### config.mk
export PLATFORM = sky130hd
export DESIGN_NAME = min_gap_and_range_tracker
export DESIGN_NICKNAME = d
export VERILOG_FILES = /design/src/hdl/mgrt_pkg.sv /design/src/hdl/mgrt_store.sv /design/src/hdl/mgrt_dist.sv /design/src/hdl/min_gap_and_range_tracker.sv
export SDC_FILE = /design/constraint.sdc
export NUM_CORES = 2
export LEC_CHECK = 0
export BUFFER_PORTS_ARGS = -buffer_cell sky130_fd_sc_hd__buf_2
export CAP_MARGIN = 20
export CORE_AREA = 4 4 593 478
export CTS_CLUSTER_DIAMETER = 200
export DETAILED_ROUTE_END_ITERATION = 10
export DIE_AREA = 0 0 597 482
export PLACE_DENSITY = 0.48
export SYNTH_ARGS = -nofsm -noshare
export SYNTH_HDL_FRONTEND = slang
export SYNTH_SLANG_ARGS = --single-unit
### constraint.sdc
create_clock -name clk -period 17.5 [get_ports clk]
set_clock_uncertainty 0.05 [all_clocks]
set_input_delay 2.625 -clock clk [delete_from_list [all_inputs] [get_ports clk]]
set_output_delay 2.625 -clock clk [all_outputs]
set_load 0.01 [all_outputs]
### src/hdl/mgrt_pkg.sv
// shared constants and types for the minimum gap and range tracker
package mgrt_pkg;

  localparam int MAX_ENTRIES = 64;
  localparam int ADDR_W      = (MAX_ENTRIES > 1) ? $clog2(MAX_ENTRIES) : 1;
  localparam int CNT_W       = $clog2(MAX_ENTRIES + 1);
  localparam int CAP_W       = 7;
  localparam int CMP_W       = (CNT_W > CAP_W) ? CNT_W : CAP_W;
  localparam int DATA_W      = 32;

  localparam logic [CAP_W-1:0]  CAP_RESET = CAP_W'(64);
  localparam logic [DATA_W-1:0] GAP_RESET = '1;

  localparam logic STATUS_STORED   = 1'b0;
  localparam logic STATUS_REJECTED = 1'b1;

  // write port of the value store
  typedef struct packed {
    logic              en;
    logic [ADDR_W-1:0] addr;
    logic [DATA_W-1:0] data;
  } store_wr_t;

  // read port of the value store
  typedef struct packed {
    logic              en;
    logic [ADDR_W-1:0] addr;
  } store_rd_t;

endpackage

### src/hdl/mgrt_store.sv
// value store: one write port, one registered read port
module mgrt_store (
  input  logic                         clk,
  input  mgrt_pkg::store_wr_t          wr,
  input  mgrt_pkg::store_rd_t          rd,
  output logic [mgrt_pkg::DATA_W-1:0]  rd_data
);
  import mgrt_pkg::*;

  logic [DATA_W-1:0] mem_r [MAX_ENTRIES];
  logic [DATA_W-1:0] rd_data_r;

  always_ff @(posedge clk) begin
    if (wr.en) begin
      mem_r[wr.addr] <= wr.data;
    end
  end

  always_ff @(posedge clk) begin
    if (rd.en) begin
      rd_data_r <= mem_r[rd.addr];
    end
  end

  assign rd_data = rd_data_r;

endmodule

### src/hdl/mgrt_dist.sv
// shared distance unit: unsigned magnitude of the difference of two signed words
module mgrt_dist (
  input  logic signed [mgrt_pkg::DATA_W-1:0] op_a,
  input  logic signed [mgrt_pkg::DATA_W-1:0] op_b,
  output logic        [mgrt_pkg::DATA_W-1:0] mag
);
  import mgrt_pkg::*;

  logic signed [DATA_W:0] diff;

  always_comb begin
    diff = {op_a[DATA_W-1], op_a} - {op_b[DATA_W-1], op_b};
    // magnitude always fits in DATA_W bits
    if (diff[DATA_W]) begin
      mag = DATA_W'(-diff);
    end else begin
      mag = diff[DATA_W-1:0];
    end
  end

endmodule

### src/hdl/min_gap_and_range_tracker.sv
// top level: sequencer that scans the value store through one distance unit
//
// usage
//   input: drive in_value and pulse start while busy is low; the word is
//     taken at that edge and busy stays high until the result is out.
//   result: out_valid is high for exactly one cycle with out_status,
//     out_stored_count, out_spans_valid, out_shortest_span, out_longest_span.
//     the receiver cannot stall; the result must be taken in that cycle.
//   config: cfg_capacity is written when cfg_valid and cfg_ready are high;
//     cfg_ready is always high. write it only while the block is idle.
// timing
//   a stored word with n values already held walks the store one entry a
//     cycle through the single distance unit, then passes the update and
//     report states; no new word is taken before then, and start can be
//     taken again while out_valid is high.
//   a rejected word goes from idle straight to the report state. the store
//     read port and the shared distance unit set this pace.
// reset
//   rst_n low clears the count, range and gap state and sets capacity to 64;
//   store contents are left as they are and are only read below the count.
module min_gap_and_range_tracker (
  input  logic                         clk,
  input  logic                         rst_n,
  input  logic                         start,
  output logic                         busy,
  input  logic signed [31:0]           in_value,
  output logic                         out_valid,
  output logic                         out_status,
  output logic [6:0]                   out_stored_count,
  output logic                         out_spans_valid,
  output logic [31:0]                  out_shortest_span,
  output logic [31:0]                  out_longest_span,
  input  logic                         cfg_valid,
  output logic                         cfg_ready,
  input  logic [6:0]                   cfg_capacity
);
  import mgrt_pkg::*;

  typedef enum logic [3:0] {
    ST_IDLE   = 4'b0001,
    ST_SCAN   = 4'b0010,
    ST_UPDATE = 4'b0100,
    ST_REPORT = 4'b1000
  } state_t;

  state_t                    state_r, state_nxt;
  logic [CAP_W-1:0]          capacity_r, capacity_nxt;
  logic [CNT_W-1:0]          held_r, held_nxt;
  logic [CNT_W-1:0]          idx_r, idx_nxt;
  logic                      rd_vld_r, rd_vld_nxt;
  logic signed [DATA_W-1:0]  value_r, value_nxt;
  logic signed [DATA_W-1:0]  smallest_r, smallest_nxt;
  logic signed [DATA_W-1:0]  largest_r, largest_nxt;
  logic [DATA_W-1:0]         gap_r, gap_nxt;
  logic                      status_r, status_nxt;

  logic                      out_valid_r, out_valid_nxt;
  logic                      out_status_r, out_status_nxt;
  logic [6:0]                out_count_r, out_count_nxt;
  logic                      out_spans_r, out_spans_nxt;
  logic [DATA_W-1:0]         out_short_r, out_short_nxt;
  logic [DATA_W-1:0]         out_long_r, out_long_nxt;

  store_wr_t                 st_wr;
  store_rd_t                 st_rd;
  logic [DATA_W-1:0]         st_rd_data;

  logic signed [DATA_W-1:0]  dist_a, dist_b;
  logic [DATA_W-1:0]         dist_mag;

  logic                      accept;
  logic                      full;
  logic                      two_held;

  mgrt_store u_store (
    .clk     (clk),
    .wr      (st_wr),
    .rd      (st_rd),
    .rd_data (st_rd_data)
  );

  mgrt_dist u_dist (
    .op_a (dist_a),
    .op_b (dist_b),
    .mag  (dist_mag)
  );

  assign busy      = (state_r != ST_IDLE);
  assign accept    = start && !busy;
  assign cfg_ready = 1'b1;
  assign full      = (CMP_W'(held_r) >= CMP_W'(capacity_r)) ||
                     (CMP_W'(held_r) >= CMP_W'(MAX_ENTRIES));
  assign two_held  = (CMP_W'(held_r) >= CMP_W'(2));

  // one unit: scan distances while scanning, range span while reporting
  always_comb begin
    if (state_r == ST_REPORT) begin
      dist_a = largest_r;
      dist_b = smallest_r;
    end else begin
      dist_a = value_r;
      dist_b = st_rd_data;
    end
  end

  always_comb begin
    state_nxt      = state_r;
    capacity_nxt   = capacity_r;
    held_nxt       = held_r;
    idx_nxt        = idx_r;
    rd_vld_nxt     = 1'b0;
    value_nxt      = value_r;
    smallest_nxt   = smallest_r;
    largest_nxt    = largest_r;
    gap_nxt        = gap_r;
    status_nxt     = status_r;
    out_valid_nxt  = 1'b0;
    out_status_nxt = out_status_r;
    out_count_nxt  = out_count_r;
    out_spans_nxt  = out_spans_r;
    out_short_nxt  = out_short_r;
    out_long_nxt   = out_long_r;
    st_wr          = '0;
    st_rd          = '0;

    if (cfg_valid && cfg_ready) begin
      capacity_nxt = cfg_capacity;
    end

    case (state_r)
      ST_IDLE: begin
        if (accept) begin
          value_nxt = in_value;
          idx_nxt   = '0;
          if (full) begin
            status_nxt = STATUS_REJECTED;
            state_nxt  = ST_REPORT;
          end else begin
            status_nxt = STATUS_STORED;
            state_nxt  = ST_SCAN;
          end
        end
      end
      ST_SCAN: begin
        if (idx_r != held_r) begin
          st_rd.en   = 1'b1;
          st_rd.addr = idx_r[ADDR_W-1:0];
          idx_nxt    = idx_r + CNT_W'(1);
          rd_vld_nxt = 1'b1;
        end else begin
          state_nxt = ST_UPDATE;
        end
        // compare the word read in the previous cycle
        if (rd_vld_r && (dist_mag < gap_r)) begin
          gap_nxt = dist_mag;
        end
      end
      ST_UPDATE: begin
        st_wr.en   = 1'b1;
        st_wr.addr = held_r[ADDR_W-1:0];
        st_wr.data = value_r;
        if (held_r == '0) begin
          smallest_nxt = value_r;
          largest_nxt  = value_r;
        end else begin
          if (value_r < smallest_r) begin
            smallest_nxt = value_r;
          end
          if (value_r > largest_r) begin
            largest_nxt = value_r;
          end
        end
        held_nxt  = held_r + CNT_W'(1);
        state_nxt = ST_REPORT;
      end
      ST_REPORT: begin
        out_valid_nxt  = 1'b1;
        out_status_nxt = status_r;
        out_count_nxt  = 7'(held_r);
        out_spans_nxt  = two_held;
        out_short_nxt  = two_held ? gap_r : '0;
        out_long_nxt   = two_held ? dist_mag : '0;
        state_nxt      = ST_IDLE;
      end
      default: begin
        state_nxt = ST_IDLE;
      end
    endcase
  end

  always_ff @(posedge clk) begin
    if (!rst_n) begin
      state_r     <= ST_IDLE;
      capacity_r  <= CAP_RESET;
      held_r      <= '0;
      idx_r       <= '0;
      rd_vld_r    <= 1'b0;
      smallest_r  <= '0;
      largest_r   <= '0;
      gap_r       <= GAP_RESET;
      out_valid_r <= 1'b0;
    end else begin
      state_r     <= state_nxt;
      capacity_r  <= capacity_nxt;
      held_r      <= held_nxt;
      idx_r       <= idx_nxt;
      rd_vld_r    <= rd_vld_nxt;
      smallest_r  <= smallest_nxt;
      largest_r   <= largest_nxt;
      gap_r       <= gap_nxt;
      out_valid_r <= out_valid_nxt;
    end
  end

  always_ff @(posedge clk) begin
    value_r      <= value_nxt;
    status_r     <= status_nxt;
    out_status_r <= out_status_nxt;
    out_count_r  <= out_count_nxt;
    out_spans_r  <= out_spans_nxt;
    out_short_r  <= out_short_nxt;
    out_long_r   <= out_long_nxt;
  end

  assign out_valid         = out_valid_r;
  assign out_status        = out_status_r;
  assign out_stored_count  = out_count_r;
  assign out_spans_valid   = out_spans_r;
  assign out_shortest_span = out_short_r;
  assign out_longest_span  = out_long_r;

  a_accept_busy : assert property (@(posedge clk) disable iff (!rst_n)
    accept |=> busy)
    else $error("accepted word did not make the block busy");

  a_strobe_after_report : assert property (@(posedge clk) disable iff (!rst_n)
    out_valid |-> !busy && $past(state_r == ST_REPORT))
    else $error("result strobe without a report step");

  a_spans_flag : assert property (@(posedge clk) disable iff (!rst_n)
    out_valid |-> (out_spans_valid == (out_stored_count >= 7'd2)))
    else $error("spans flag disagrees with count");

  a_stored_nonzero : assert property (@(posedge clk) disable iff (!rst_n)
    out_valid && (out_status == STATUS_STORED) |-> (out_stored_count != 7'd0))
    else $error("stored word reported with empty store");

  a_count_bound : assert property (@(posedge clk) disable iff (!rst_n)
    CMP_W'(held_r) <= CMP_W'(MAX_ENTRIES))
    else $error("held count beyond store depth");

endmodule

## Word-level counts from Yosys, hierarchy flattened

Memory sizes are Yosys's and may differ from the RTL's. A register that Yosys moved wholly into a read port is not among the register bits.
Index checks and enable logic that the tools add are counted.

| word-level totals | value |
|---|---|
| register bits | 229 |
| RAM bits | 2,048 |
| input bits | 43 |
| output and inout port bits | 76 |
| logic and storage cells | 73 |
| memories | 1 |

Memory list:

| memory | depth | width | rd ports | clocked after memory_dff | wr ports | RTL line | text |
|---|---|---|---|---|---|---|---|
| u_store.mem_r | 64 | 32 | 1 | 1 | 1 | mgrt_store.sv:10 | `logic [DATA_W-1:0] mem_r [MAX_ENTRIES];` |

| operators by class | value |
|---|---|
| add/subtract/negate cells | 4 |
| order comparisons | 6 |
| equality and inequality tests | 9 |
| multiplexer cells | 22 |
| reductions and logical operators | 15 |

Operators by type and width:

| operator | number |
|---|---|
| $mux W32 | 7 |
| $lt A32 B32 Y1 | 2 |
| $mux W39 | 1 |
| $sub A32 B32 Y33 | 1 |
| $gt A32 B32 Y1 | 1 |
| $neg A32 Y32 | 1 |
| $mux W7 | 4 |
| $add A7 B1 Y7 const B | 2 |
| $pmux W7 S2 | 1 |
| $mux W4 | 3 |
| $pmux W4 S3 | 1 |
| $reduce_and A2 Y1 | 6 |
| $ge A7 B2 Y1 const B | 1 |
| $ge A7 B7 Y1 | 1 |
| $ge A7 B7 Y1 const B | 1 |
| $logic_not A7 Y1 | 1 |
| $ne A7 B7 Y1 | 1 |
| $ne A2 B2 Y1 const B | 3 |
| $reduce_bool A2 Y1 | 3 |
| $mux W1 | 5 |
| $eq A4 B1 Y1 const B | 1 |
| $eq A4 B2 Y1 const B | 1 |
| $eq A4 B3 Y1 const B | 1 |
| $eq A4 B4 Y1 const B | 1 |
| other kinds (5) | 6 |

## Logic depth before layout (Yosys ltp)

| logic depth | value |
|---|---|
| depth in word-level cells | 8 |
| gate-level depth with buffers | 31 |
| mapped depth without buffers | 27 |

## By module

A second synthesis with hierarchy kept.

| second synthesis, totals | value |
|---|---|
| cells, all modules | 4,950 |
| area total of the unflattened synthesis | 94,142.8 um^2 |

Modules (own cells, without submodules):

| module | instances | cells each | area each (um^2) | sequential area each (um^2) |
|---|---|---|---|---|
| mgrt_store | 1 | 3,324 | 78,835.6 | 62,459.9 |
| min_gap_and_range_tracker | 1 | 1,147 | 12,046.6 | 5,645.4 |
| mgrt_dist | 1 | 479 | 3,260.6 | 0.0 |

## Worst setup path before layout

No wires, ideal clock.

| path | value |
|---|---|
| kind | register to register |
| from | register state_r[3] |
| to | register gap_r[10] |
| setup time | 0.141 ns |
| arrival | 8.887 ns |
| required time | 17.309 ns |
| slack | 8.422 ns |
| cell stages (with the launch flop) | 27 |
| buffers on the path | 4 |
| period minus slack after synthesis | 9.078 ns |
| cell sequence | dfxtp_1 nor4b_1 clkbuf_1 buf_1 mux2i_1 fa_1 a211oi_2 o211ai_1 and2_1 or4_1 o211ai_1 nand4bb_2 nor4b_4 a21oi_1 xnor2_1 inv_1 ha_1 a21o_1 a21o_1 a21oi_1 o21ai_0 nand3_1 nand2_1 a211oi_1 clkbuf_1 clkbuf_1 o211ai_1 |

| on the way | value |
|---|---|
| cells in the longest elaborated chain, start to end | 8 |
| elaborated cells between the ends (all ways) | 10 |
| those cells by class | add/sub: 2; order compare: 1; eq/ne: 2; mux: 3; reduce/logical: 2 |

Ends and longest elaborated chain:

| item | RTL line | text |
|---|---|---|
| start: declaration | min_gap_and_range_tracker.sv:46 | `state_t state_r, state_nxt;` |
| start signal: assignment | min_gap_and_range_tracker.sv:203 | `state_r <= state_nxt;` |
| $eq A4 B4 Y1 (*) | min_gap_and_range_tracker.sv:97 | `if (state_r == ST_REPORT) begin` |
| $mux W32 | min_gap_and_range_tracker.sv:97 |  |
| $sub A32 B32 Y33 (*) | mgrt_dist.sv:12 | `diff = {op_a[DATA_W-1], op_a} - {op_b[DATA_W-1], op_b};` |
| $neg A32 Y32 | mgrt_dist.sv:15 | `mag = DATA_W'(-diff);` |
| $mux W32 (*) | mgrt_dist.sv:14 | `if (diff[DATA_W]) begin` |
| named net dist_mag[25] | min_gap_and_range_tracker.sv:69 | `logic [DATA_W-1:0] dist_mag;` |
| $lt A32 B32 Y1 (*) | min_gap_and_range_tracker.sv:154 | `if (rd_vld_r && (dist_mag < gap_r)) begin` |
| $logic_and A1 B1 Y1 (*) | min_gap_and_range_tracker.sv:154 |  |
| $reduce_and A2 Y1 (no source line) (*) | -- |  |
| end signal: assignment | min_gap_and_range_tracker.sv:210 | `gap_r <= gap_nxt;` |
| end: declaration | min_gap_and_range_tracker.sv:54 | `logic [DATA_W-1:0] gap_r, gap_nxt;` |

Mark *: on every way through the listed nets, which the timed path passes. The rest lies on a longest branch.
A chain may end at the register's enable or synchronous reset.

## Final worst setup path

| path | value |
|---|---|
| from | register state_r[3] |
| to | register gap_r[20] |

The elaborated chain is that of the path after synthesis.

==> metrics.md <==
| Metric | Value |
|---|---|
| Status | completed |
| Met3 Use GR | 4.12% |
| GRT met2 Usage | 32.0% |
| Largest cells by area after synthesis | edfxtp_1 (68%), nand2_1 (3.9%), nand3_1 (2.9%) |
| Vias in the first global route | about 60000 |
| Max Slew Vio Count | 0 |
| Share of the synthesized area in the top cell type | 67.9% |
| Max frequency | 0.119 GHz |
| Busiest grt layer | met1 |
| Slowest CP cell | nor2_1 |
| Pleak | 35.5 nW |
| GR Overflow Total | 0 |
| Clk sinks | between 2000 and 2500 |
| Clock Path Buffers | 4 |
| Clk slew on worst S/H paths | 0.07 ns |
| DRT Pass-1 Iters | 8 |
| Gpl congestion | 0.855 |
| RSZ-0062 raised after global routing | false |
| Post-route setup TNS | 0 ns |
| Mapped Cells | 7319 |
| Final Setup Violations | 0 |
| Startpoint Class | flop |
| Pin count of the biggest net entering global routing | 171 |
| Synth cell count leaders | edfxtp_1 (2186), nand2_1 (1012), nand3_1 (563), clkbuf_1 (452), nor2_1 (356) |
| Critical Path RT | 18.17 ns |
| Die area | 288000 um^2 |
| EDFF count, synth | 2186 |
| Routed via count | 63700 |
| Hold Slack | around 0.39 ns |
| Layout cells sized above 1 | 10.6% |
| Post-synthesis net count | 7500 |
| Area grow syn2layout | 12.9% |
| Synthesized area per cell | roughly 13 um^2 |
| CP max FO | 139 |
| Chip width | just under 600 um |
| Worst Hold Class | reg -> reg |
| Crit Path Class | reg -> reg |
| Post-synth top flop | edfxtp_1 |
| Routed wire length | 323000 um |
| Worst Path Arrival | 9.08 ns |
| Post-DP HPWL | 175000 um |
| Syn Std Cell Area | 96700 um^2 |
| GRT Total Usage | a little over a fifth |
| Global-route wire length before repair | 456000 um |
| DRC viols | 0 |
| Max stage delay on crit path | 0.65 ns |
| Worst vdd ir | ~0.000075 V |
| CTS tree | yes |
| Antenna-violating nets left | 0 |
| Ports | 119 |
| Clk_lat worst skew | 0.90 ns |
| Setup crit end kind | flop |
| Vias/cell | 5.70 |
| Most numerous cell in the Yosys netlist | edfxtp_1 |
| Seq/Total Area, Yosys | 70.4% |
| Fin. Hold Viols | 0 |
| Synth cell types | 82 |
| Yosys reg bits | between 2000 and 2500 |
| Async SR Flop Fraction | 0% |
| Core Area | 277000 um^2 |
| Synth area leader | edfxtp_1 |
| Initial Util | 34.9% |
| Final Core Density | between 30% and 40% |
| Max_cap viols | 0 |
| H-tree Lvls | 4 |
| Post CTS Setup Buffer Count | 0 |
| 1st-iter DRT viols | 7657 |
| # nets final | 7487 |
| Relative slew slack | 22.9% |
| DR WL/cell | 28.9 um |
| Met1 Use GR | approximately a third |
| Antenna violations before repair | 18 |
| Hold Buf Count CTS | 0 |
| Chip height | 482 um |
| Crit path time final | 8.41 ns |
| PD cells | 102 nW/um^2 |
| Slew at the pin with the worst max-slew slack | between 1 and 1.5 ns |
| Row count | 173 |
| Ys Warns | 0 |
| CTS Root Buffer Type | clkbuf_16 |
| Port buffer count | 117 |
| Final period util | approximately half |
| Cts bufs inserted | roughly 230 |
| Post-CTS Resized | 0 |
-- through the flow --
| stage | instance area [um^2] | std cells | total power [mW] | worst slack (ns) |
|---|---|---|---|---|
| detailed placement | 102000 | 10700 | 6.40 | 9.06 |
| finish | 109000 | 11200 | 11.1 | 9.09 |
| global route | 109000 | 11200 | 11.5 | 8.42 |
| floorplan | 96700 | 7319 | 6.30 | 8.42 |
| CTS | 109000 | 11200 | 11.2 | 9.03 |
| global placement | 102000 | 10700 | 6.40 | 9.06 |
-- registers in the layout, indices dropped and copies added, names as in the netlist, 4 cells and up --
register	count
smallest_r	32
out_shortest_span	32
state_r	4
value_r	32
out_longest_span	32
out_stored_count	7
held_r	7
capacity_r	7
largest_r	32
gap_r	32
u_store.rd_data	32
u_store.mem_r	2048
idx_r	7
-- cell type report --
type | instances | area [um^2]
fillers | 26000 | 168000
flip-flops and latches | 2309 | 68100
multi-input cells | 4331 | 26700
clock buffers | 297 | 6180
well taps | 3675 | 4600
repair buffers | 301 | 2110
clock inverters | 115 | 946
inverters | 132 | 510
diodes | 6 | 15.0
-- cells in the final DEF, fill, tap and decap left out, types with 83 or more instances in the layout --
cell,instances
edfxtp_1,2186
buf_4,174
o221ai_1,252
nand3_1,563
a21oi_1,332
mux2i_1,108
o211ai_1,318
o21ai_0,103
nand2_1,1008
dfxtp_1,121
inv_1,129
a31oi_1,138
nor2_1,290
clkbuf_16,237
ha_1,137
and2_1,83
buf_2,116
a211oi_1,142
or3_1,197
-- critical path, delay by kind of cell, from the launching register on --
| kind | cells | cell delay, ns |
|---|---|---|
| xor gates and xnor gates | 1 | 0.34 |
| AOI/OAI and AO/OA | 10 | 2.06 |
| adders and majority gates | 3 | 0.94 |
| muxes | 1 | 0.29 |
| and+or+nand+nor | 8 | 2.70 |
| buffers and inverters | 5 | 1.41 |
| DFF | 1 | 0.43 |
-- power breakdown --
group          switching [mW]  internal [mW]
sequential             0.0190           5.97
combinational           0.197          0.104
clock                    2.13           2.70
-- metal layers --
layer / vias to the layer above / wire length (um)
li1: 28100 / -
met1: 32800 / 149000
met2: 2450 / 140000
met3: 334 / 27600
met4: 0 / 6680
met5: - / 0
-- path summary, 6_finish.rpt --
check | slack, ns | cells after the start | end | startpoint
worst min-delay path | 0.39 | 0 | out_status$_DFFE_PN_ | status_r$_DFFE_PP_
worst min register to register | 0.39 | 0 | out_status$_DFFE_PN_ | status_r$_DFFE_PP_
worst max register to register | 9.09 | 28 | gap_r[20]$_SDFFE_PN1P_ | state_r[3]$_SDFFE_PN0P_
worst max-delay path | 9.09 | 28 | gap_r[20]$_SDFFE_PN1P_ | state_r[3]$_SDFFE_PN0P_
-- cell families (layout without fill, tap and decap cells) --
family                     after synthesis  in the layout  share of synthesized area, %
and+or+nand+nor                       2434           2434                          11.6
DFF                                   2309           2309                          70.4
AOI/OAI and AO/OA                     1550           1550                          11.4
buffers and inverters                  679            845                          2.71
muxes                                  142            142                          1.51
adders and majority gates              138            138                          1.79
xor gates and xnor gates                66             66                         0.598
other                                    1              7                       0.00388
Note: power is estimated with default switching activity, not from simulation.
